===== src/sv/conv2d_layer_mac_top_defines.svh =====
// assertion macros used by the conv2d layer controller rtl (cnv_ctrl)
`ifndef CONV2D_LAYER_MAC_TOP_DEFINES_SVH
`define CONV2D_LAYER_MAC_TOP_DEFINES_SVH
`ifndef SYNTH
`define CNV_ASSERT_IMP(name, clk, rst_n, ante, cons) \
  name: assert property (@(posedge clk) disable iff (!rst_n) (ante) |-> (cons)) \
    else $error("cnv assertion failed");
`define CNV_ASSERT_NXT(name, clk, rst_n, ante, cons) \
  name: assert property (@(posedge clk) disable iff (!rst_n) (ante) |=> (cons)) \
    else $error("cnv assertion failed");
`else
`define CNV_ASSERT_IMP(name, clk, rst_n, ante, cons)
`define CNV_ASSERT_NXT(name, clk, rst_n, ante, cons)
`endif
`endif


===== src/sv/cnv_mem.sv =====
module cnv_mem #(
  parameter int DW    = 16,
  parameter int DEPTH = 16,
  localparam int AW   = (DEPTH > 1) ? $clog2(DEPTH) : 1
) (
  input  logic          clk,
  input  logic          we,
  input  logic [AW-1:0] addr,
  input  logic [DW-1:0] wdata,
  output logic [DW-1:0] rdata_r
);

  logic [DW-1:0] mem_r [DEPTH];

  always_ff @(posedge clk) begin
    if (we) begin
      mem_r[addr] <= wdata;
    end
    rdata_r <= mem_r[addr];
  end

endmodule


===== config.mk =====
export PLATFORM = sky130hd
export DESIGN_NAME = cnv_mem
export DESIGN_NICKNAME = d
export VERILOG_FILES = /design/src/sv/conv2d_layer_mac_top_defines.svh /design/src/sv/cnv_mem.sv
export SDC_FILE = /design/constraint.sdc
export NUM_CORES = 1
export LEC_CHECK = 0
export BUFFER_PORTS_ARGS = -buffer_cell sky130_fd_sc_hd__buf_2
export CORE_MARGIN = 2
export CORE_UTILIZATION = 60
export CTS_CLUSTER_SIZE = 28
export DETAILED_ROUTE_END_ITERATION = 16
export HOLD_SLACK_MARGIN = 0.03
export PLACE_DENSITY = 0.79
export SYNTH_ARGS = -nofsm -noshare
export SYNTH_HDL_FRONTEND = slang
export SYNTH_SLANG_ARGS = --single-unit

===== constraint.sdc =====
create_clock -name clk -period 4.5 [get_ports clk]
set_clock_uncertainty 0.15 [all_clocks]
set_input_delay 0.45 -clock clk [delete_from_list [all_inputs] [get_ports clk]]
set_output_delay 0.45 -clock clk [all_outputs]
set_load 0.05 [all_outputs]

==> flow_metrics.py <==
metrics = {
    "critical_path": {
        "critPathCaptureType": "register",
        "cpMaxStageDelayCell": "nor2_2",
        "critical_path.cell_chain": "buf_2 > nand2_1 > nor2_2",
        "critPathLaunchType": "input port",
        "path_max_fanout": 41,
        "crit_type": "in2reg",
        "critPathRequiredTime_ns": 4.48,
        "cpPeakStageDelay_ns": 1.06,
        "critical_path_arrival_ns": 2.61,
    },
    "sta": {
        "post-route-period-util": 0.583,
        "timing.fmax_mhz": 381,
        "timing.final.hold_violations": 0,
        "rsz0062_at_grt": "false",
        "setup_violations": 0,
        "relSlewSlack": 0.161,
        "slew_violations": 0,
        "setup_tns_ns": 0,
        "finalCriticalPeriod_ns": 2.62,
        "tightest_slew_ns": 1.26,
    },
    "detailed_routing": {
        "vias_per_cell": 6.40,
        "ant_nets": 0,
        "drtIter0Drc": 605,
        "drc": 0,
        "vias": 4656,
        "totalWireLength_um": 19200,
        "wl_per_cell_um": 26.4,
        "drt_pre_antenna_iters": 5,
    },
    "cts": {
        "cts_tree": "done",
        "holdBufCountCts": 0,
        "ctsResizeCount": 0,
        "cts.sinks": 272,
        "clkSlewWorstSetupHoldPaths_ns": 0.06,
        "ctsRootBufferMaster": "clkbuf_16",
        "cts.htree.levels": 1,
        "cts_setup_buffers": 0,
        "cts_buffers": 26,
        "clk_path_buf_depth": 3,
        "clk_latency_ns": 0.53,
    },
    "logic_synthesis": {
        "synth-edff-count": 256,
        "synth_area_per_cell_um2": 23.1,
        "syn-cell-area_um2": 10000,
        "synth_top_area_frac": 0.767,
        "synth_cell_types": 18,
        "synth_area_leaders": "edfxtp_1 (77%), mux4_2 (14%), dfxtp_1 (3.2%), a22oi_1 (2.4%), nand2_1 (0.64%)",
        "yosys.area.top_type": "edfxtp_1",
        "syn-num-nets": 456,
        "syn_inst": 434,
        "yosys_warnings": 0,
        "ys_ff_latch": 272,
        "yosysMostFrequentCell": "edfxtp_1",
        "ys_seq_area_frac": 0.799,
        "yosys-top-cells-count": "edfxtp_1 (256), mux4_2 (62), a22oi_1 (32)",
        "synthFlopType": "edfxtp_1",
        "async_flop_share": 0,
    },
    "power": {
        "power_frac_clock": 0.397,
        "powerDensity_nw_per_um2": 461,
        "p_sw_frac": 0.206,
        "power_frac_seq": 0.546,
        "ir_drop_mv": 0.364,
        "p_sw_mw": 1.08,
        "pwr-share-comb": 0.058,
        "p_leak_nw": 3.65,
        "p_int_mw": 4.14,
    },
    "placement": {
        "place.gp.congestion": 0.729,
        "place_inst": 681,
        "io_buffers": 37,
        "dp_hpwl_um": 10800,
    },
    "floorplan": {
        "core_um2": 16500,
        "io_pins": 38,
        "initial_core_util": 0.609,
        "die_h_um": 133,
        "num_rows": 47,
        "fp.dieW_um": 133,
        "die_area_um2": 17800,
    },
    "cells_and_area": {
        "areaGrowthSynthToFinish_pct": 12.9,
        "layout-drive-gt1-share": 0.323,
        "fin_nets": 511,
        "antenna_cells": 0,
        "finalNonFillerCells": 728,
        "fillers": 1012,
    },
    "grt": {
        "grt_max_degree": 45,
        "grt_overflow": 0,
        "antenna_found_initial": 0,
        "grt_use_total": 0.223,
        "grt_pass1_vias": 4803,
        "grt_pass1_wl_um": 29100,
    },
    "flow_run": {
        "cap_violations": 0,
    },
    "hold_path": {
        "hp-class": "in2reg",
    },
    "status": {
        "outcome": "finished clean",
    },
}
per-stage QoR:
stage | setup slack (ns) | utilization | hold slack, ns | power [mW] | cell area [µm²]
2_1_floorplan | 1.84 | - | 0.399 | 3.10 | 10000
3_3_place_gp | 1.46 | 0.638 | 0.502 | 3.19 | 10500
3_5_place_dp | 1.36 | 0.638 | 0.508 | 3.20 | 10500
4_1_cts | 1.91 | 0.688 | 0.134 | 5.25 | 11300
5_1_grt | 1.79 | 0.688 | 0.138 | 5.36 | 11300
6_report | 1.88 | 0.688 | 0.147 | 5.22 | 11300
per-layer routing:
layer | wire (µm) | vias up | track usage | share of wire
li1 | - | 1947 | - | -
met3 | 1620 | 44 | 0.0358 | 0.084
met2 | 9670 | 246 | 0.364 | 0.50
met4 | 575 | 0 | 0.0656 | 0.030
met1 | 7360 | 2419 | 0.321 | 0.38
met5 | 0 | - | 0 | 0
critical path: cells and delay by family:
kind          cells  cell delay, ns
buf+inv           1            0.75
simple gates      2            1.39
cell usage in the layout, fill, tap and decap left out:
cell / n
nand3_1: 1
a22oi_1: 32
clkbuf_8: 5
nor2_1: 1
nand2_1: 17
clkbuf_16: 26
clkinv_1: 1
nor2_2: 12
nor3_2: 4
or3b_2: 1
nand3b_1: 2
edfxtp_1: 256
clkinv_8: 1
clkinv_2: 2
buf_4: 14
and2_1: 1
clkbuf_1: 11
nand2b_1: 2
buf_2: 36
bufinv_16: 1
mux4_1: 2
mux4_2: 62
nor2b_1: 2
dfxtp_1: 16
path summary, 6_finish.rpt:
path	start	end	slack, ns	depth (start not counted)
setup / recovery	addr[1]	mem_r[7][6]$_DFFE_PP_	1.88	3
setup reg to reg	mem_r[0][2]$_DFFE_PP_	rdata_r[2]$_DFF_P_	2.95	3
hold / removal	wdata[15]	mem_r[4][15]$_DFFE_PP_	0.15	1
hold reg to reg	mem_r[15][13]$_DFFE_PP_	rdata_r[13]$_DFF_P_	0.51	3
registers in the layout, summed over array words and instances (netlist names):
register / flops
rdata_r: 16
mem_r: 256
area by class of cell:
type | count | area, µm² | area share
Multi-Input combinational cell | 139 | 1930 | 0.171
Sequential cell | 272 | 8010 | 0.707
Clock inverter | 5 | 60.1 | 0.00531
Timing Repair Buffer | 50 | 285 | 0.0252
Clock buffer | 42 | 761 | 0.0672
Tap cell | 220 | 275 | 0.0243
power groups by stage:
stage          clock network (mW)  logic, mW  registers [mW]
6_report                     2.07      0.300            2.85
3_5_place_dp                    0      0.301            2.90
3_3_place_gp                    0      0.291            2.90
2_1_floorplan                   0      0.142            2.96
4_1_cts                      2.10      0.303            2.85
5_1_grt                      2.18      0.319            2.85
cell families (layout without fill, tap and decap cells):
family                 count (synthesis)  count (layout)  share of synthesized area
muxes                                 64              64                      0.145
AOI/OAI and AO/OA                     32              32                     0.0240
buffers and inverters                 23              97                     0.0134
DFF                                  272             272                      0.799
and+or+nand+nor                       43              43                     0.0192
No activity file was read; power rests on OpenSTA's default activity.
