$ cat src/sv/conv2d_layer_mac_top_defines.svh
// assertion macros used by the conv2d layer controller rtl (cnv_ctrl)
`ifndef CONV2D_LAYER_MAC_TOP_DEFINES_SVH
`define CONV2D_LAYER_MAC_TOP_DEFINES_SVH
`ifndef SYNTH
`define CNV_ASSERT_IMP(name, clk, rst_n, ante, cons) \
  name: assert property (@(posedge clk) disable iff (!rst_n) (ante) |-> (cons)) \
    else $error("cnv assertion failed");
`define CNV_ASSERT_NXT(name, clk, rst_n, ante, cons) \
  name: assert property (@(posedge clk) disable iff (!rst_n) (ante) |=> (cons)) \
    else $error("cnv assertion failed");
`else
`define CNV_ASSERT_IMP(name, clk, rst_n, ante, cons)
`define CNV_ASSERT_NXT(name, clk, rst_n, ante, cons)
`endif
`endif

$ cat src/sv/cnv_pkg.sv
package cnv_pkg;

  localparam int MAX_SIDE_DEF     = 32;
  localparam int MAX_CHANNELS_DEF = 16;
  localparam int MAX_FILTERS_DEF  = 16;
  localparam int MAX_KERNEL_DEF   = 7;

  localparam int PIX_W      = 16;
  localparam int BIAS_W     = 32;
  localparam int PROD_W     = 32;
  localparam int ACC_W      = 48;
  localparam int CFG_IDX_W  = 3;
  localparam int CFG_DATA_W = 8;

  // register reset values
  localparam logic [5:0] IMAGE_SIDE_RST  = 6'd28;
  localparam logic [4:0] CHANNELS_RST    = 5'd1;
  localparam logic [2:0] KERNEL_SIDE_RST = 3'd3;
  localparam logic [2:0] STEP_RST        = 3'd1;
  localparam logic [1:0] PAD_RST         = 2'd0;

  typedef enum logic [1:0] {
    OP_PIXEL   = 2'd0,
    OP_WEIGHT  = 2'd1,
    OP_BIAS    = 2'd2,
    OP_COMPUTE = 2'd3
  } cnv_op_t;

  typedef enum logic [CFG_IDX_W-1:0] {
    CFG_IMAGE_SIDE  = 3'd0,
    CFG_CHANNELS    = 3'd1,
    CFG_KERNEL_SIDE = 3'd2,
    CFG_STEP        = 3'd3,
    CFG_PAD         = 3'd4
  } cnv_cfg_idx_t;

  typedef struct packed {
    cnv_op_t            op;
    logic [3:0]         filter;
    logic [3:0]         chan;
    logic [4:0]         row;
    logic [4:0]         col;
    logic signed [31:0] value;
  } cnv_in_t;

  typedef struct packed {
    logic signed [47:0] result;
    logic               status;
  } cnv_out_t;

  typedef struct packed {
    logic [5:0] image_side;
    logic [4:0] channels;
    logic [2:0] kernel_side;
    logic [2:0] step;
    logic [1:0] pad;
  } cnv_cfg_t;

  typedef struct packed {
    logic clear;
    logic tap_valid;
    logic tap_inside;
    logic add_bias;
  } cnv_mac_ctl_t;

endpackage

$ cat src/sv/cnv_mac.sv
module cnv_mac
  import cnv_pkg::*;
(
  input  logic                    clk,
  input  logic                    rst_n,
  input  cnv_mac_ctl_t            ctl,
  input  logic [PIX_W-1:0]        pixel,
  input  logic [PIX_W-1:0]        weight,
  input  logic [BIAS_W-1:0]       bias,
  output logic signed [ACC_W-1:0] acc_r
);

  logic signed [PIX_W-1:0]  pix_s;
  logic signed [PIX_W-1:0]  wgt_s;
  logic signed [PROD_W-1:0] prod_full;
  logic signed [PROD_W-1:0] prod_r;
  logic signed [PROD_W-1:0] prod_nxt;
  logic                     prod_v_r;
  logic signed [ACC_W-1:0]  acc_nxt;

  assign pix_s     = pixel;
  assign wgt_s     = weight;
  assign prod_full = pix_s * wgt_s;
  // padding taps contribute nothing
  assign prod_nxt  = ctl.tap_inside ? prod_full : '0;

  always_comb begin
    acc_nxt = acc_r;
    if (ctl.clear) begin
      acc_nxt = '0;
    end else if (prod_v_r) begin
      acc_nxt = acc_r + ACC_W'(prod_r);
    end else if (ctl.add_bias) begin
      acc_nxt = acc_r + ACC_W'($signed(bias));
    end
  end

  always_ff @(posedge clk) begin
    if (!rst_n) begin
      prod_v_r <= 1'b0;
    end else begin
      prod_v_r <= ctl.tap_valid;
    end
    prod_r <= prod_nxt;
    acc_r  <= acc_nxt;
  end

endmodule

$ cat config.mk
export PLATFORM = sky130hd
export DESIGN_NAME = cnv_mac
export DESIGN_NICKNAME = d
export VERILOG_FILES = /design/src/sv/conv2d_layer_mac_top_defines.svh /design/src/sv/cnv_pkg.sv /design/src/sv/cnv_mac.sv
export SDC_FILE = /design/constraint.sdc
export NUM_CORES = 1
export LEC_CHECK = 0
export ABC_AREA = 0
export BUFFER_PORTS_ARGS = -buffer_cell sky130_fd_sc_hd__clkbuf_2
export CORE_UTILIZATION = 36
export CTS_BUF_LIST = sky130_fd_sc_hd__clkbuf_8 sky130_fd_sc_hd__clkbuf_16
export DETAILED_ROUTE_END_ITERATION = 10
export GPL_TIMING_DRIVEN = 0
export PLACE_DENSITY_LB_ADDON = 0.08
export SLEW_MARGIN = 20
export SYNTH_ARGS = -nofsm -noshare
export SYNTH_HDL_FRONTEND = slang
export SYNTH_SLANG_ARGS = --single-unit
$ cat constraint.sdc
create_clock -name clk -period 14.2 [get_ports clk]
set_clock_uncertainty 0.05 [all_clocks]
set_input_delay 2.84 -clock clk [delete_from_list [all_inputs] [get_ports clk]]
set_output_delay 2.84 -clock clk [all_outputs]
set_load 0.01 [all_outputs]
==> reports/metrics.yaml, run 1 <==
status: "completed"
async_flop_share_pct: 0
cts_setup_buffers: 0
drive_above_1_share_pct: 10.6
fin_crit_sh_pct: 67.7
syn_nets: 2225
clkLatencyLatePin_ns: 0.35
synth_top_cell_area_share_pct: 34.2
cp_data_arrival_time_ns: 9.78
crit_required_ns: 14.37
period_needed_ns: 9.61
antenna_found_initial: 1
rows: 75
worst_pin_slew_ns: 0.771
cts-root-buf: "clkbuf_16"
max_freq_mhz: 104
crit_slowest_cell: "fa_1"
syn_inst: 1763
finalSetupViolCount: 0
htreeDepth: 3
yosysWarnings: 0
place_area_sq_mm: 0.0167
grt_pass1_vias: 12957
crit_top_cell: "fa_1"
fp.dieW_um: 209
initial_utilization_pct: 36.6
ant_nets: 0
design_area_sq_mm: 0.0170
grt_busiest_layer: "met2"
synth_cell_types: 78
crit_path_max_fanout: 10
vias: 12210
rsz0062_at_grt: "false"
holdCritStartpoint: "acc_r[40]"
wirelength_um: 45000
synth_edf_count: 0
grt_use_met2_pct: 35.9
drc_errors: 0
slew_violations: 0
slew_headroom_pct: 48.6
clockBufferDepth: 2
port_buffers: 116
core_sq_mm: 0.0420
synth.yosys.seq_area_share_pct: 10.5
cts_made_buffers: 9
die_y_um: 209
endpoint_kind: "register"
grt_max_degree: 21
cts.sinks: 81
diodes: 0
synth_top_cell_by_area: "fa_1"
use_met1_pct: 29.7
grt_pass1_wl_um: 72500
first_pass_iters: 6
ios: 118
crit_family: "adder cells"
hold_buffers: 0
crit_start: "pixel[15]"
tns_ns: 0
worstSetupPathType: "input port to register"
clk_pin_slew_worst_paths_ns: 0.07
die-area_sq_mm: 0.0436
drv_cap: 0
whs_ns: 0.427
synth-seq-cells: 81
startpoint_type: "input port"
drt-initial-drc-count: 567
synth_area_leaders: "fa_1 (34%), dfxtp_1 (11%), ha_1 (10%), inv_1 (8.1%), and2_1 (5.5%)"
area_delta_synth_final_pct: 10.4
crit_chain: "clkbuf_2, clkbuf_1, nand2_1, inv_1, fa_1, fa_1, inv_1, fa_1, fa_1, inv_1, fa_1, inv_1, fa_1, inv_1, ha_1, and3_1, a221oi_1, nand2b_1, a31oi_1, a2111o_1, a21oi_1, xnor2_1, nor2_1"
routed_via_density: 5.02
grt.met3_usage_pct: 2.07
hpwl_um: 38400
synth-main-ff-cell: "dfxtp_1"
hp-class: "register to register"
grt_overflow: 0
track_usage_pct: 21.5
synth.avg_cell_area_sq_um: 8.74
final-hold-violation-count: 0
max_stage_delay_ns: 0.81
fin_nets: 2352
path_buf_inv: 7
syn-cell-area_sq_mm: 0.0154
ctsResizeCount: 0
routedWlPerCell_um: 18.5
cts_tree: "yes"
worstReg2RegStart: "prod_v_r"
place_congestion: 0.894
## worst paths after layout
path	endpoint	cells after the start	slack, ns
worst max-delay path	prod_r[31]	23	4.59
worst min-delay path	acc_r[40]	2	0.43
worst max register to register	acc_r[34]	14	9.70
worst min register to register	acc_r[40]	2	0.43
## cell usage in the layout (no fill, tap or decap), types with 6 or more instances in the layout
cell,synthesis,routed
mux2_2,31,31
and2_1,135,135
a21o_1,44,44
o21ai_0,24,24
ha_1,129,129
a21oi_1,88,88
nor2b_1,7,7
nand3_1,29,29
o21bai_1,11,11
and3_1,12,12
nor2_1,71,71
clkbuf_1,54,54
nor3_1,16,16
clkbuf_16,0,9
xnor2_1,39,39
nand2_1,216,216
fa_1,263,263
clkbuf_2,0,116
nand4_1,10,10
nand2b_1,11,11
dfxtp_1,81,81
xor2_1,26,26
inv_1,333,333
a211oi_1,9,9
o21ai_1,12,12
o21a_1,6,6
## synth_stat cells, types with 12 or more instances
master and instances:
inv_1 333, a21o_1 44, xor2_1 26, ha_1 129, and2_1 135, a21oi_1 88
dfxtp_1 81, nor3_1 16, clkbuf_1 54, o21ai_0 24, and3_1 12, nand3_1 29
fa_1 263, nor2_1 71, nand2_1 216, xnor2_1 39, mux2_2 31, o21ai_1 12
## metal layers
metal | up-vias | wire, um | share of wire [%]
met3 | 52 | 1450 | 3.2
met1 | 6110 | 21600 | 48
met5 | - | 0 | 0
met4 | 0 | 1200 | 2.7
li1 | 5816 | - | -
met2 | 232 | 20700 | 46
## state kept, by name (all words and copies together) (netlist names)
register  cells
prod_r       32
acc_r        48
prod_v_r      1
## worst register-to-register path: stages (launching register included)
cell	delay [ns]
dfxtp_1	0.30
clkbuf_1	0.37
clkbuf_1	0.57
mux2i_1	0.24
fa_1	0.44
and2b_1	0.24
o2111ai_1	0.13
and3_1	0.25
o21bai_1	0.28
o21ai_1	0.23
o41ai_2	0.56
o311ai_1	0.21
a21oi_1	0.24
mux2i_1	0.22
nand2_1	0.06
## cell families after synthesis
| group | Yosys count | synth area share [%] |
|---|---|---|
| and+or+nand+nor | 540 | 17.3 |
| buffers and inverters | 395 | 9.66 |
| adders and majority gates | 392 | 44.7 |
| AOI/OAI and AO/OA | 254 | 11.6 |
| DFF | 81 | 10.5 |
| xor gates and xnor gates | 65 | 3.70 |
| muxes | 36 | 2.59 |
## final cells by class
cell class	count	area (sq um)
fill	4376	25000
multi-input combinational	1287	12300
clock buffer	10	239
sequential	81	1620
tap	539	674
timing repair buffer	116	581
inverter	334	1250
buffer	61	234
clock inverter	6	115
## metrics by stage
step                std cells  worst slack (ns)  util [%]
floorplan                1763              5.49         -
global placement         2418              4.22      39.6
detailed placement       2418              4.19      39.6
CTS                      2434              4.55      40.5
global route             2434              4.27      40.5
finish                   2434              4.59      40.5
Power of run 1 is left out: the tool's default activity adds up to more than one toggle a clock period on the data nets, which glitch-free logic cannot reach.
==> run 2, diff against run 1 <==
- clock period: 14.2 -> 7.8 ns (I/O delays scaled with it)
==> reports/metrics.yaml, run 2 (synthesized netlist as in run 1, its figures left out) <==
grt_pass1_vias: 12900
drc_errors: 0
diodes: 0
layout_commonest_cell: "inv_1"
place_area_sq_mm: 0.0167
multi_input_area_sq_mm: 0.0123
vias: 12110
startpoint_type: "input port"
design_area_sq_mm: 0.0171
track_usage_pct: 21.2
nFillCells: 4353
port_buffers: 116
hpwl_um: 38400
routedWlPerCell_um: 18.2
ios: 118
drive_above_1_share_pct: 12.0
period_needed_ns: 7.53
crit_required_ns: 7.96
clockBufferDepth: 2
cp_data_arrival_time_ns: 7.70
core_sq_mm: 0.0420
cts_tree: "yes"
finalSetupViolCount: 0
place_congestion: 0.894
wirelength_um: 44200
slew_headroom_pct: 48.5
cts.sinks: 81
hp-class: "register to register"
layout_common_cells: "inv_1 (332), fa_1 (261), nand2_1 (216)"
largest_reg_flops: 48
clk_pin_slew_worst_paths_ns: 0.07
grt_max_degree: 21
drt-initial-drc-count: 578
register_area_sq_mm: 0.00162
cts_made_buffers: 9
initial_utilization_pct: 36.6
fin_crit_sh_pct: 96.6
reg.largest.list: "acc_r x48, prod_r x32, prod_v_r x1"
grt_pass1_wl_um: 71800
slew_violations: 0
antenna_found_initial: 1
die-area_sq_mm: 0.0436
whs_ns: 0.427
routed_via_density: 5.00
worstSetupPathType: "input port to register"
rows: 75
cts-root-buf: "clkbuf_16"
grt_overflow: 0
worst_pin_slew_ns: 0.772
clkLatencyLatePin_ns: 0.35
area_delta_synth_final_pct: 11.1
max_freq_mhz: 133
hold_buffers: 0
drv_cap: 0
fp.dieW_um: 209
holdPathStages: 2
final-hold-violation-count: 0
die_y_um: 209
rsz0062_at_grt: "false"
crit_path_max_fanout: 16
endpoint_kind: "register"
first_pass_iters: 6
regMostFlops: "acc_r"
fin_nets: 2342
r2r.worst_path.cells: 14
status: "completed"
htreeDepth: 3
ant_nets: 0
-- run 2: changes by cell type in the layout (fill, tap and decap cells not counted), moves of 2 or more --
cell / delta
clkbuf_2: +2
a21oi_2: +2
buf_4: +4
fa_1: -2
clkbuf_8: +5
clkbuf_4: +5
a21oi_1: -2
clkbuf_1: -28
fa_2: +2
-- run 2: per-layer routing --
| metal | up-vias | global-route usage (%) | share of wire, % | routed length (um) |
|---|---|---|---|---|
| li1 | 5795 | - | - | - |
| met1 | 6058 | 29.4 | 49 | 21400 |
| met2 | 214 | 35.8 | 46 | 20500 |
| met3 | 43 | 1.80 | 3.1 | 1370 |
| met4 | 0 | 5.20 | 2.0 | 884 |
| met5 | - | 0 | 0 | 0 |
-- run 2: timing repair --
| action | 4_1_cts | 5_1_grt |
|---|---|---|
| buffers inserted | 1 | 0 |
| gates resized for setup | 40 | 15 |
| endpoints found under the hold margin | 0 | 0 |
| pin swaps | 1 | 1 |
| setup endpoints to repair | 5 | 3 |
-- run 2: critical path, stage by stage --
cell,delay (ns)
buf_2,0.31
nand2_1,0.17
inv_2,0.13
fa_2,0.53
fa_2,0.64
inv_1,0.11
fa_1,0.45
fa_1,0.54
inv_1,0.05
fa_1,0.53
inv_1,0.05
fa_1,0.47
inv_1,0.04
ha_1,0.32
and3_1,0.24
a221oi_1,0.33
nand2b_1,0.18
a31oi_1,0.14
a2111o_1,0.45
a21oi_2,0.19
xnor2_2,0.19
nor2_1,0.07
-- run 2: metrics by stage --
step	setup TNS [ns]	std cells	util [%]	setup WS [ns]
after floorplan	0	1763	-	0.368
after global placement	-3.04	2418	39.6	-0.900
after detailed placement	-3.36	2418	39.6	-0.925
after CTS	0	2426	40.7	0.0289
after global routing	0	2424	40.7	0.00523
final	0	2424	40.7	0.268
-- run 2: final cells by class --
class	count	share of cell area, %
multi-input cells	1287	72.1
flip-flops and latches	81	9.48
inverters	334	7.33
well taps	539	3.94
repair buffers	117	3.47
plain buffers	50	1.63
clock buffers	10	1.40
clock inverters	6	0.673
-- run 2: path summary, 6_finish.rpt --
| path | startpoint | to | slack, ns |
|---|---|---|---|
| worst min-delay path | acc_r[40] | acc_r[40] | 0.43 |
| worst max register to register | prod_v_r | acc_r[34] | 3.28 |
| worst max-delay path | weight[1] | prod_r[31] | 0.27 |
| worst min register to register | acc_r[40] | acc_r[40] | 0.43 |
Power of run 2 is left out for the same reason.
==> run 3, diff against run 2 <==
- BUFFER_PORTS_ARGS: -buffer_cell sky130_fd_sc_hd__clkbuf_2 -> -buffer_cell sky130_fd_sc_hd__buf_4
- REMOVE_ABC_BUFFERS: not set -> 1
==> reports/metrics.yaml, run 3 (synthesized netlist as in run 1, its figures left out) <==
die-area_sq_mm: 0.0436
antenna_found_initial: 0
place_congestion: 0.850
rows: 75
fin_cells: 2376
slew_violations: 0
crit_slowest_cell: "fa_1"
crit_start: "pixel[7]"
holdCritStartpoint: "acc_r[8]"
hp-class: "register to register"
drive_above_1_share_pct: 10.9
clkLatencyLatePin_ns: 0.35
port_buffers: 117
diodes: 0
routed_via_density: 4.94
cts_made_buffers: 9
die_y_um: 209
register_area_sq_mm: 0.00162
crit_required_ns: 7.96
core_sq_mm: 0.0420
worstReg2RegStart: "prod_v_r"
htreeDepth: 3
cts.sinks: 81
nFillCells: 4293
max_freq_mhz: 134
grt_overflow: 0
ios: 118
reg2reg_to: "acc_r[46]"
drt-initial-drc-count: 453
cts-root-buf: "clkbuf_16"
cp_num_cells: 24
place_area_sq_mm: 0.0168
clockBufferDepth: 2
tns_ns: 0
endpoint_kind: "register"
fin_crit_sh_pct: 95.7
area_delta_synth_final_pct: 11.4
worst_pin_slew_ns: 0.939
drv_cap: 0
slew_headroom_pct: 37.4
regMostFlops: "acc_r"
layout_common_cells: "inv_1 (334), fa_1 (262), nand2_1 (216)"
hpwl_um: 33000
design_area_sq_mm: 0.0172
startpoint_type: "input port"
drc_errors: 0
endpoint: "prod_r[31]"
initial_utilization_pct: 36.6
wirelength_um: 39800
reg.largest.list: "acc_r x48, prod_r x32, prod_v_r x1"
cts_tree: "yes"
crit_top_cell: "fa_1"
crit_path_max_fanout: 16
fp.dieW_um: 209
final-hold-violation-count: 0
rsz0062_at_grt: "false"
grt_pass1_wl_um: 65900
crit_family: "adder cells"
vias: 11740
crit_chain: "buf_4, nand2_1, fa_1, inv_1, fa_1, inv_1, fa_1, inv_1, fa_1, fa_1, inv_1, fa_1, inv_1, ha_1, a21o_1, a21o_1, a21oi_1, o21ai_0, o21ai_1, a31oi_1, a2111o_1, a21oi_1, xnor2_1, nor2_1"
worstSetupPathType: "input port to register"
finalSetupViolCount: 0
max_stage_delay_ns: 0.54
status: "completed"
fin_nets: 2295
r2r.worst_path.cells: 14
path_buf_inv: 6
ant_nets: 0
layout_commonest_cell: "inv_1"
largest_reg_flops: 48
multi_input_area_sq_mm: 0.0123
clk_pin_slew_worst_paths_ns: 0.06
grt_max_degree: 45
period_needed_ns: 7.47
track_usage_pct: 18.9
first_pass_iters: 5
cp_data_arrival_time_ns: 7.63
grt_pass1_vias: 12410
placed_cells: 2361
r2r_slack_ns: 3.67
routedWlPerCell_um: 16.7
-- run 3: changes by cell type in the layout (fill, tap and decap cells not counted), sizes merged --
cell,before,now
inv,333,334
clkbuf,164,9
bufinv,3,4
clkinv,3,2
buf,13,120
clkinvlp,1,0
-- run 3: metal layers --
layer | vias to the layer above | wire length [um] | GRT usage, %
li1 | 5698 | - | -
met1 | 5823 | 19500 | 26.2
met2 | 188 | 18700 | 32.4
met3 | 31 | 1070 | 1.43
met4 | 0 | 535 | 3.78
met5 | - | 0 | 0
-- run 3: per-stage QoR --
stage          utilization, %  setup WS (ns)  hold WS, ns
6_report                 40.8          0.333        0.431
5_1_grt                  40.8         0.0853        0.448
4_1_cts                  40.8          0.233        0.431
3_5_place_dp             40.0         -0.150        0.421
3_3_place_gp             39.8         -0.151        0.418
2_1_floorplan               -          0.606        0.436
-- run 3: worst min path at each step --
stage,cells past startpoint,endpoint,slack (ns)
finish,2,acc_r[8],0.43
detailed placement,2,acc_r[33],0.42
global placement,2,acc_r[33],0.42
floorplan,2,acc_r[0],0.44
CTS,2,acc_r[33],0.43
global route,2,acc_r[33],0.45
-- run 3: layout make-up --
class / count / area share [%]
inverters: 334 / 7.30
flip-flops and latches: 81 / 9.45
multi-input cells: 1287 / 71.7
repair buffers: 120 / 5.55
clock inverters: 6 / 0.773
clock buffers: 9 / 1.31
well taps: 539 / 3.93
-- run 3: what timing repair did --
action                                  in CTS  in global routing
endpoints found under the setup margin       0                  1
resized for setup                            0                  1
buffers inserted                             0                  0
hold buffers                                 0                  0
-- run 3: tightest hold or removal path, stage by stage (launching register included) --
cell and delay (ns):
dfxtp_1 0.33, nand2_1 0.06, a21oi_1 0.05
Power of run 3 is left out for the same reason.
