[src/sv/conv2d_layer_mac_top_defines.svh]
// assertion macros used by the conv2d layer controller rtl (cnv_ctrl)
`ifndef CONV2D_LAYER_MAC_TOP_DEFINES_SVH
`define CONV2D_LAYER_MAC_TOP_DEFINES_SVH
`ifndef SYNTH
`define CNV_ASSERT_IMP(name, clk, rst_n, ante, cons) \
  name: assert property (@(posedge clk) disable iff (!rst_n) (ante) |-> (cons)) \
    else $error("cnv assertion failed");
`define CNV_ASSERT_NXT(name, clk, rst_n, ante, cons) \
  name: assert property (@(posedge clk) disable iff (!rst_n) (ante) |=> (cons)) \
    else $error("cnv assertion failed");
`else
`define CNV_ASSERT_IMP(name, clk, rst_n, ante, cons)
`define CNV_ASSERT_NXT(name, clk, rst_n, ante, cons)
`endif
`endif

[src/sv/cnv_pkg.sv]
package cnv_pkg;

  localparam int MAX_SIDE_DEF     = 32;
  localparam int MAX_CHANNELS_DEF = 16;
  localparam int MAX_FILTERS_DEF  = 16;
  localparam int MAX_KERNEL_DEF   = 7;

  localparam int PIX_W      = 16;
  localparam int BIAS_W     = 32;
  localparam int PROD_W     = 32;
  localparam int ACC_W      = 48;
  localparam int CFG_IDX_W  = 3;
  localparam int CFG_DATA_W = 8;

  // register reset values
  localparam logic [5:0] IMAGE_SIDE_RST  = 6'd28;
  localparam logic [4:0] CHANNELS_RST    = 5'd1;
  localparam logic [2:0] KERNEL_SIDE_RST = 3'd3;
  localparam logic [2:0] STEP_RST        = 3'd1;
  localparam logic [1:0] PAD_RST         = 2'd0;

  typedef enum logic [1:0] {
    OP_PIXEL   = 2'd0,
    OP_WEIGHT  = 2'd1,
    OP_BIAS    = 2'd2,
    OP_COMPUTE = 2'd3
  } cnv_op_t;

  typedef enum logic [CFG_IDX_W-1:0] {
    CFG_IMAGE_SIDE  = 3'd0,
    CFG_CHANNELS    = 3'd1,
    CFG_KERNEL_SIDE = 3'd2,
    CFG_STEP        = 3'd3,
    CFG_PAD         = 3'd4
  } cnv_cfg_idx_t;

  typedef struct packed {
    cnv_op_t            op;
    logic [3:0]         filter;
    logic [3:0]         chan;
    logic [4:0]         row;
    logic [4:0]         col;
    logic signed [31:0] value;
  } cnv_in_t;

  typedef struct packed {
    logic signed [47:0] result;
    logic               status;
  } cnv_out_t;

  typedef struct packed {
    logic [5:0] image_side;
    logic [4:0] channels;
    logic [2:0] kernel_side;
    logic [2:0] step;
    logic [1:0] pad;
  } cnv_cfg_t;

  typedef struct packed {
    logic clear;
    logic tap_valid;
    logic tap_inside;
    logic add_bias;
  } cnv_mac_ctl_t;

endpackage

[src/sv/cnv_ctrl.sv]
`include "conv2d_layer_mac_top_defines.svh"

module cnv_ctrl
  import cnv_pkg::*;
#(
  parameter int MAX_SIDE     = MAX_SIDE_DEF,
  parameter int MAX_CHANNELS = MAX_CHANNELS_DEF,
  parameter int MAX_FILTERS  = MAX_FILTERS_DEF,
  parameter int MAX_KERNEL   = MAX_KERNEL_DEF,
  localparam int PIX_DEPTH   = MAX_CHANNELS * MAX_SIDE * MAX_SIDE,
  localparam int WGT_DEPTH   = MAX_FILTERS * MAX_CHANNELS * MAX_KERNEL * MAX_KERNEL,
  localparam int PA_W        = (PIX_DEPTH > 1) ? $clog2(PIX_DEPTH) : 1,
  localparam int WA_W        = (WGT_DEPTH > 1) ? $clog2(WGT_DEPTH) : 1,
  localparam int FA_W        = (MAX_FILTERS > 1) ? $clog2(MAX_FILTERS) : 1
) (
  input  logic                    clk,
  input  logic                    rst_n,
  input  cnv_cfg_t                cfg,
  input  logic                    in_valid,
  output logic                    in_stall,
  input  cnv_in_t                 in_data,
  output logic                    out_valid,
  input  logic                    out_stall,
  output cnv_out_t                out_data,
  output logic                    pix_we,
  output logic [PA_W-1:0]         pix_addr,
  output logic                    wgt_we,
  output logic [WA_W-1:0]         wgt_addr,
  output logic                    bias_we,
  output logic [FA_W-1:0]         bias_addr,
  output cnv_mac_ctl_t            mac_ctl,
  input  logic signed [ACC_W-1:0] acc
);

  typedef enum logic [2:0] {
    S_IDLE,
    S_CHECK,
    S_RUN,
    S_DRAIN,
    S_BIAS,
    S_FINISH
  } state_t;

  state_t     state_r, state_nxt;
  logic [3:0] filter_r, filter_nxt;
  logic [4:0] row_r, row_nxt;
  logic [4:0] col_r, col_nxt;
  logic [4:0] c_r, c_nxt;
  logic [2:0] kr_r, kr_nxt;
  logic [2:0] kc_r, kc_nxt;
  logic [9:0] rbase_r, rbase_nxt;
  logic [9:0] cbase_r, cbase_nxt;
  logic       drain_r, drain_nxt;
  logic       err_r, err_nxt;
  logic       tap_d1_r;
  logic       inside_d1_r;
  logic       out_valid_r, out_valid_nxt;
  cnv_out_t   out_data_r, out_data_nxt;

  logic       in_acc;
  logic [5:0] side_e;
  logic [4:0] nch_e;
  logic [2:0] ks_e;
  logic [2:0] st_e;
  logic [7:0] row_st;
  logic [7:0] col_st;
  logic [6:0] span;
  logic       row_fit;
  logic       col_fit;
  logic       filt_ok;
  logic [9:0] ir;
  logic [9:0] ic;
  logic       tap_in_image;
  logic [PA_W-1:0] pix_wr_addr, pix_rd_addr;
  logic [WA_W-1:0] wgt_wr_addr, wgt_rd_addr;

  assign in_stall  = (state_r != S_IDLE);
  assign in_acc    = in_valid && !in_stall;
  assign out_valid = out_valid_r;
  assign out_data  = out_data_r;

  // registers beyond the supported range act as the limit
  assign side_e = (cfg.image_side > MAX_SIDE) ? 6'(MAX_SIDE) : cfg.image_side;
  assign nch_e  = (cfg.channels > MAX_CHANNELS) ? 5'(MAX_CHANNELS) : cfg.channels;
  assign ks_e   = (cfg.kernel_side > MAX_KERNEL) ? 3'(MAX_KERNEL) : cfg.kernel_side;
  assign st_e   = (cfg.step == 3'd0) ? 3'd1 : cfg.step;

  // position fits when pos*step + kernel <= image + 2*pad, no divide needed
  assign row_st  = 8'(row_r) * 8'(st_e);
  assign col_st  = 8'(col_r) * 8'(st_e);
  assign span    = 7'(side_e) + 7'({cfg.pad, 1'b0});
  assign row_fit = (9'(row_st) + 9'(ks_e)) <= 9'(span);
  assign col_fit = (9'(col_st) + 9'(ks_e)) <= 9'(span);
  assign filt_ok = (filter_r < MAX_FILTERS);

  assign ir           = rbase_r + 10'(kr_r);
  assign ic           = cbase_r + 10'(kc_r);
  assign tap_in_image = !ir[9] && (ir < 10'(side_e)) && !ic[9] && (ic < 10'(side_e));

  assign pix_wr_addr = PA_W'(in_data.chan) * PA_W'(MAX_SIDE * MAX_SIDE)
                     + PA_W'(in_data.row) * PA_W'(MAX_SIDE) + PA_W'(in_data.col);
  assign pix_rd_addr = PA_W'(c_r) * PA_W'(MAX_SIDE * MAX_SIDE)
                     + PA_W'(ir) * PA_W'(MAX_SIDE) + PA_W'(ic);
  assign wgt_wr_addr = WA_W'(in_data.filter) * WA_W'(MAX_CHANNELS * MAX_KERNEL * MAX_KERNEL)
                     + WA_W'(in_data.chan) * WA_W'(MAX_KERNEL * MAX_KERNEL)
                     + WA_W'(in_data.row) * WA_W'(MAX_KERNEL) + WA_W'(in_data.col);
  assign wgt_rd_addr = WA_W'(filter_r) * WA_W'(MAX_CHANNELS * MAX_KERNEL * MAX_KERNEL)
                     + WA_W'(c_r) * WA_W'(MAX_KERNEL * MAX_KERNEL)
                     + WA_W'(kr_r) * WA_W'(MAX_KERNEL) + WA_W'(kc_r);

  assign pix_addr  = (state_r == S_IDLE) ? pix_wr_addr : pix_rd_addr;
  assign wgt_addr  = (state_r == S_IDLE) ? wgt_wr_addr : wgt_rd_addr;
  assign bias_addr = (state_r == S_IDLE) ? FA_W'(in_data.filter) : FA_W'(filter_r);

  assign pix_we  = in_acc && (in_data.op == OP_PIXEL) && (in_data.chan < MAX_CHANNELS)
                && (in_data.row < MAX_SIDE) && (in_data.col < MAX_SIDE);
  assign wgt_we  = in_acc && (in_data.op == OP_WEIGHT) && (in_data.filter < MAX_FILTERS)
                && (in_data.chan < MAX_CHANNELS) && (in_data.row < MAX_KERNEL)
                && (in_data.col < MAX_KERNEL);
  assign bias_we = in_acc && (in_data.op == OP_BIAS) && (in_data.filter < MAX_FILTERS);

  // read data lands in the cycle after the tap is issued
  assign mac_ctl.clear      = (state_r == S_CHECK);
  assign mac_ctl.tap_valid  = tap_d1_r;
  assign mac_ctl.tap_inside = inside_d1_r;
  assign mac_ctl.add_bias   = (state_r == S_BIAS);

  always_comb begin
    state_nxt     = state_r;
    filter_nxt    = filter_r;
    row_nxt       = row_r;
    col_nxt       = col_r;
    c_nxt         = c_r;
    kr_nxt        = kr_r;
    kc_nxt        = kc_r;
    rbase_nxt     = rbase_r;
    cbase_nxt     = cbase_r;
    drain_nxt     = drain_r;
    err_nxt       = err_r;
    out_valid_nxt = out_valid_r && out_stall;
    out_data_nxt  = out_data_r;
    case (state_r)
      S_IDLE: begin
        if (in_acc && (in_data.op == OP_COMPUTE)) begin
          filter_nxt = in_data.filter;
          row_nxt    = in_data.row;
          col_nxt    = in_data.col;
          state_nxt  = S_CHECK;
        end
      end
      S_CHECK: begin
        drain_nxt = 1'b0;
        if (!filt_ok || !row_fit || !col_fit) begin
          err_nxt   = 1'b1;
          state_nxt = S_FINISH;
        end else begin
          err_nxt   = 1'b0;
          c_nxt     = '0;
          kr_nxt    = '0;
          kc_nxt    = '0;
          rbase_nxt = 10'(row_st) - 10'(cfg.pad);
          cbase_nxt = 10'(col_st) - 10'(cfg.pad);
          state_nxt = ((nch_e == 5'd0) || (ks_e == 3'd0)) ? S_DRAIN : S_RUN;
        end
      end
      S_RUN: begin
        if (kc_r == ks_e - 3'd1) begin
          kc_nxt = '0;
          if (kr_r == ks_e - 3'd1) begin
            kr_nxt = '0;
            if (c_r == nch_e - 5'd1) begin
              c_nxt     = '0;
              state_nxt = S_DRAIN;
            end else begin
              c_nxt = c_r + 5'd1;
            end
          end else begin
            kr_nxt = kr_r + 3'd1;
          end
        end else begin
          kc_nxt = kc_r + 3'd1;
        end
      end
      S_DRAIN: begin
        // wait here while the read and product stages empty
        drain_nxt = 1'b1;
        if (drain_r) begin
          state_nxt = S_BIAS;
        end
      end
      S_BIAS: begin
        state_nxt = S_FINISH;
      end
      S_FINISH: begin
        if (!out_valid_r || !out_stall) begin
          out_valid_nxt       = 1'b1;
          out_data_nxt.result = err_r ? '0 : acc;
          out_data_nxt.status = err_r;
          state_nxt           = S_IDLE;
        end
      end
      default: begin
        state_nxt = S_IDLE;
      end
    endcase
  end

  always_ff @(posedge clk) begin
    if (!rst_n) begin
      state_r     <= S_IDLE;
      out_valid_r <= 1'b0;
      tap_d1_r    <= 1'b0;
    end else begin
      state_r     <= state_nxt;
      out_valid_r <= out_valid_nxt;
      tap_d1_r    <= (state_r == S_RUN);
    end
    inside_d1_r <= tap_in_image;
    filter_r    <= filter_nxt;
    row_r       <= row_nxt;
    col_r       <= col_nxt;
    c_r         <= c_nxt;
    kr_r        <= kr_nxt;
    kc_r        <= kc_nxt;
    rbase_r     <= rbase_nxt;
    cbase_r     <= cbase_nxt;
    drain_r     <= drain_nxt;
    err_r       <= err_nxt;
    out_data_r  <= out_data_nxt;
  end

  `CNV_ASSERT_NXT(a_compute_starts, clk, rst_n, in_acc && (in_data.op == OP_COMPUTE), state_r == S_CHECK)
  `CNV_ASSERT_IMP(a_run_bounds, clk, rst_n, state_r == S_RUN, (kc_r < ks_e) && (kr_r < ks_e) && (c_r < nch_e))
  `CNV_ASSERT_NXT(a_finish_waits, clk, rst_n, (state_r == S_FINISH) && out_valid_r && out_stall, state_r == S_FINISH)
  `CNV_ASSERT_IMP(a_err_zero, clk, rst_n, out_valid_r && out_data_r.status, out_data_r.result == '0)
  `CNV_ASSERT_IMP(a_rise_from_finish, clk, rst_n, $rose(out_valid_r), $past(state_r) == S_FINISH)

endmodule

[config.mk]
export PLATFORM = sky130hd
export DESIGN_NAME = cnv_ctrl
export DESIGN_NICKNAME = d
export VERILOG_FILES = /design/src/sv/cnv_pkg.sv /design/src/sv/cnv_ctrl.sv
export VERILOG_INCLUDE_DIRS = /design/src /design/src/sv
export SDC_FILE = /design/constraint.sdc
export NUM_CORES = 1
export LEC_CHECK = 0
export BUFFER_PORTS_ARGS = -buffer_cell sky130_fd_sc_hd__buf_4
export CAP_MARGIN = 0
export CORE_ASPECT_RATIO = 0.8
export CORE_MARGIN = 5
export CORE_UTILIZATION = 53
export CTS_CLUSTER_SIZE = 40
export DETAILED_ROUTE_END_ITERATION = 10
export PLACE_DENSITY = 0.78
export SLEW_MARGIN = 30
export SYNTH_ARGS = -nofsm -noshare
export SYNTH_HDL_FRONTEND = slang
export SYNTH_SLANG_ARGS = --single-unit
[constraint.sdc]
create_clock -name clk -period 5.95 [get_ports clk]
set_input_delay 0.2975 -clock clk [delete_from_list [all_inputs] [get_ports clk]]
set_output_delay 0.2975 -clock clk [all_outputs]
set_load 0.05 [all_outputs]
==> run_results.csv <==
group,metric,value,unit
power,ir_drop,911.7,uV
clock_tree,cts_max_path_buffers,2,
finish,fill_cells,1511,
sta,finalCriticalPeriod,5197,ps
synthesis,synth-edff-count,94,
sta,setup_viol,0,
route,drt-vias-per-instance,5.307,
synthesis,ys_seq_area_share,29.74,%
placed_design,placed_area,0.01154,mm^2
route,wl_per_cell,16.64,um
worst_setup_path,crit_path_start,"kr_r[1]",
outcome,status,"finished clean",
worst_setup_path,cp-start-kind,"flip-flop",
worst_setup_path,cp.required,5650,ps
finish,nNetsFinal,1506,
synthesis,avgSynthCellArea,9.934,um^2
sta,timing.final.max_slew_violations,0,
placed_design,portBuffers,180,
clock_tree,ctsResizeCount,0,
clock_tree,cts.sinks,100,
power,p_leak,0.005558,uW
floorplan,die_w,162.8,um
sta,post-route-period-util,87.35,%
floorplan,initial_core_util,54.30,%
hold_path,hp-class,"in2reg",
floorplan,num_rows,44,
worst_setup_path,end_kind,"output port",
finish,multi_input_area,0.006420,mm^2
synthesis,synth_warnings,0,
clock_tree,worstSkewPairLatency,360,ps
floorplan,dieHeight,132.2,um
synthesis,synth_area,0.009894,mm^2
clock_tree,root_buffer,"clkbuf_16",
route,drt_first_pass_iters,5,
job,cap_violations,0,
global_routing,grt.overflow.total,0,
synthesis,synth_flop_cell,"edfxtp_1",
worst_setup_path,criticalPathCategory,"reg2out",
finish,drive_gt1_share,19.34,%
floorplan,coreArea,0.01822,mm^2
global_routing,grt_usage,21.84,%
worst_setup_path,rrSetupSlack,1150,ps
worst_setup_path,reg2reg_depth,18,
placed_design,dp_hpwl,19850,um
route,drc,0,
floorplan,io_pins,213,
finish,regArea,0.002943,mm^2
placed_design,gp_congestion,0.9323,
power,power_density,483.1,mW/mm^2
worst_setup_path,timing.rr.end,"cbase_r[8]",
clock_tree,post_cts_buffers,0,
sta,worst_pin_slew,840.2,ps
synthesis,synth.distinct_cells,65,
clock_tree,cts.clk_slew.worst_paths,80,ps
worst_setup_path,crit_arrival,4900,ps
power,power,5730,uW
synthesis,synth-async-reset-ratio,0,%
sta,fmax,0.1924,GHz
worst_setup_path,path_max_fanout,9,
worst_setup_path,r2r_start,"col_r[0]",
clock_tree,cts_buffers,9,
clock_tree,postCtsHoldBufs,0,
hold_path,hp-start,"in_data[47]",
route,totalWireLength,23830,um
synthesis,synthCells,996,
route,vias,7599,
global_routing,grt_pass1_vias,7423,
clock_tree,cts_tree,"built",
sta,tns,0,ps
route,ant_nets,0,
sta,finClkSkew,11.36,ps
global_routing,grt_max_degree,50,
sta,maxSlewHeadroom,43.64,%
sta,hold_viol,0,
finish,syn_to_final_growth,19.88,%
synthesis,ys_ff_latch,100,
route,initialDrtViolationCount,447,
clock_tree,htree_levels,3,
global_routing,grt_pass1_wl,37690,um
worst_setup_path,worstSetupEndpoint,"wgt_addr[12]",
global_routing,antenna_found_initial,0,
finish,antenna_cells,0,
floorplan,die-area,0.02152,mm^2
sta,rsz0062_at_grt,"false",
finish,final_area,0.01186,mm^2
placed cells by master (no fill, tap or decap), types with 3 or more instances in the layout:
master,count
a21oi_1,38
nand2b_1,9
o21a_1,15
ha_1,161
o21bai_1,9
and3_1,3
xnor2_1,51
or2_2,4
a211o_1,3
and2_1,16
nor2_1,52
nand4_1,7
o2bb2ai_1,3
a211oi_1,10
nor3b_1,6
a31oi_1,7
nand3_1,10
o22ai_1,4
buf_4,186
nor4_1,7
o21ai_0,27
nand2_1,86
inv_1,123
clkbuf_16,9
dfxtp_1,6
clkinv_8,3
xor2_1,34
fa_1,48
nor3_1,13
a21o_1,17
or3_1,5
o31ai_1,3
o21ba_2,3
nor2b_1,57
mux2i_1,5
o211ai_1,4
edfxtp_1,94
worst max-delay path: stages (launching register included):
cell      delay, ps
edfxtp_1        590
fa_1            560
ha_1            320
ha_1            280
inv_1            60
fa_1            470
inv_1            70
ha_1            180
inv_1            60
fa_1            420
nor2b_1         140
o21a_1          130
o21ai_0         150
a211oi_1        380
a31oi_1         170
xor2_1          180
mux2i_1         150
buf_4           240
synth_stat cells, types with 4 or more instances:
master | instances | area share [%]
o22ai_1 | 4 | 0.25
ha_1 | 161 | 20
nor3b_1 | 6 | 0.46
a21oi_1 | 39 | 2.0
clkbuf_1 | 17 | 0.64
a21o_1 | 17 | 1.3
and2_1 | 16 | 1.0
or3_1 | 5 | 0.32
mux2i_1 | 5 | 0.51
o211ai_1 | 4 | 0.30
nand3_1 | 10 | 0.51
nand4_1 | 7 | 0.44
fa_1 | 48 | 9.7
a31oi_1 | 7 | 0.44
nor2_1 | 52 | 2.0
nor2b_1 | 57 | 3.6
o21a_1 | 15 | 1.1
inv_1 | 123 | 4.7
nand2b_1 | 9 | 0.57
o21bai_1 | 9 | 0.68
edfxtp_1 | 94 | 29
nor4_1 | 7 | 0.44
a211oi_1 | 10 | 0.76
xor2_1 | 34 | 3.0
nor3_1 | 13 | 0.66
nand2_1 | 86 | 3.3
xnor2_1 | 51 | 4.5
o21ai_0 | 27 | 1.4
or2_2 | 4 | 0.25
dfxtp_1 | 6 | 1.2
stage by stage:
| stage | utilization, % | hold WS (ps) | setup slack (ps) | cells |
|---|---|---|---|---|
| floorplan | - | 396.4 | 1112 | 997 |
| global placement | 63.35 | 510.8 | 949.3 | 1416 |
| detailed placement | 63.35 | 516.4 | 936.9 | 1416 |
| CTS | 65.09 | 132.7 | 765.7 | 1432 |
| global route | 65.09 | 134.6 | 534.6 | 1432 |
| finish | 65.09 | 155.5 | 752.6 | 1432 |
logic make-up (layout without fill, tap and decap cells):
logic type,count (synthesis),after routing,synth area share [%]
adder cells (fa/ha/maj),210,210,30.17
AO/OA/AOI/OAI,161,161,11.27
buffers and inverters,145,327,5.589
other,1,2,0.03790
flip-flops,100,100,29.74
multiplexers,7,7,0.7334
XOR/XNOR,87,87,7.853
AND/OR/NAND/NOR,285,285,14.61
power by group:
part	switching, uW	internal [uW]
clock network	306	304
logic	2670	1460
registers	95.2	895
total	3070	2660
layout make-up:
class,count,area share (%)
multi-input combinational,752,54.12
sequential,100,24.81
timing repair buffer,186,11.77
inverter,125,3.956
tap,253,2.669
clock buffer,9,1.899
clock inverter,7,0.7700
flip-flops by register name (all words and copies together) (netlist names), 3 cells and up:
signal / count
filter_r: 4
state_r: 3
out_data: 49
cbase_r: 9
rbase_r: 9
kc_r: 3
col_r: 5
kr_r: 3
row_r: 5
c_r: 5
layer usage:
metal | wire length, um | vias up | global-route usage [%]
met5 | 0 | - | 0
met4 | 248 | 0 | 4.052
met3 | 1380 | 22 | 3.501
met2 | 11440 | 222 | 36.57
met1 | 10760 | 3571 | 30.32
li1 | - | 3784 | -
how the worst min path moves through the flow:
stage                              to  slack, ps  depth (start not counted)
after floorplan              col_r[0]        400                          0
after global placement    filter_r[1]        510                          1
after detailed placement  filter_r[1]        520                          1
after CTS                 filter_r[1]        130                          1
after global routing      filter_r[1]        130                          1
final                     filter_r[1]        160                          1
Power figures use the tool's default switching activity.
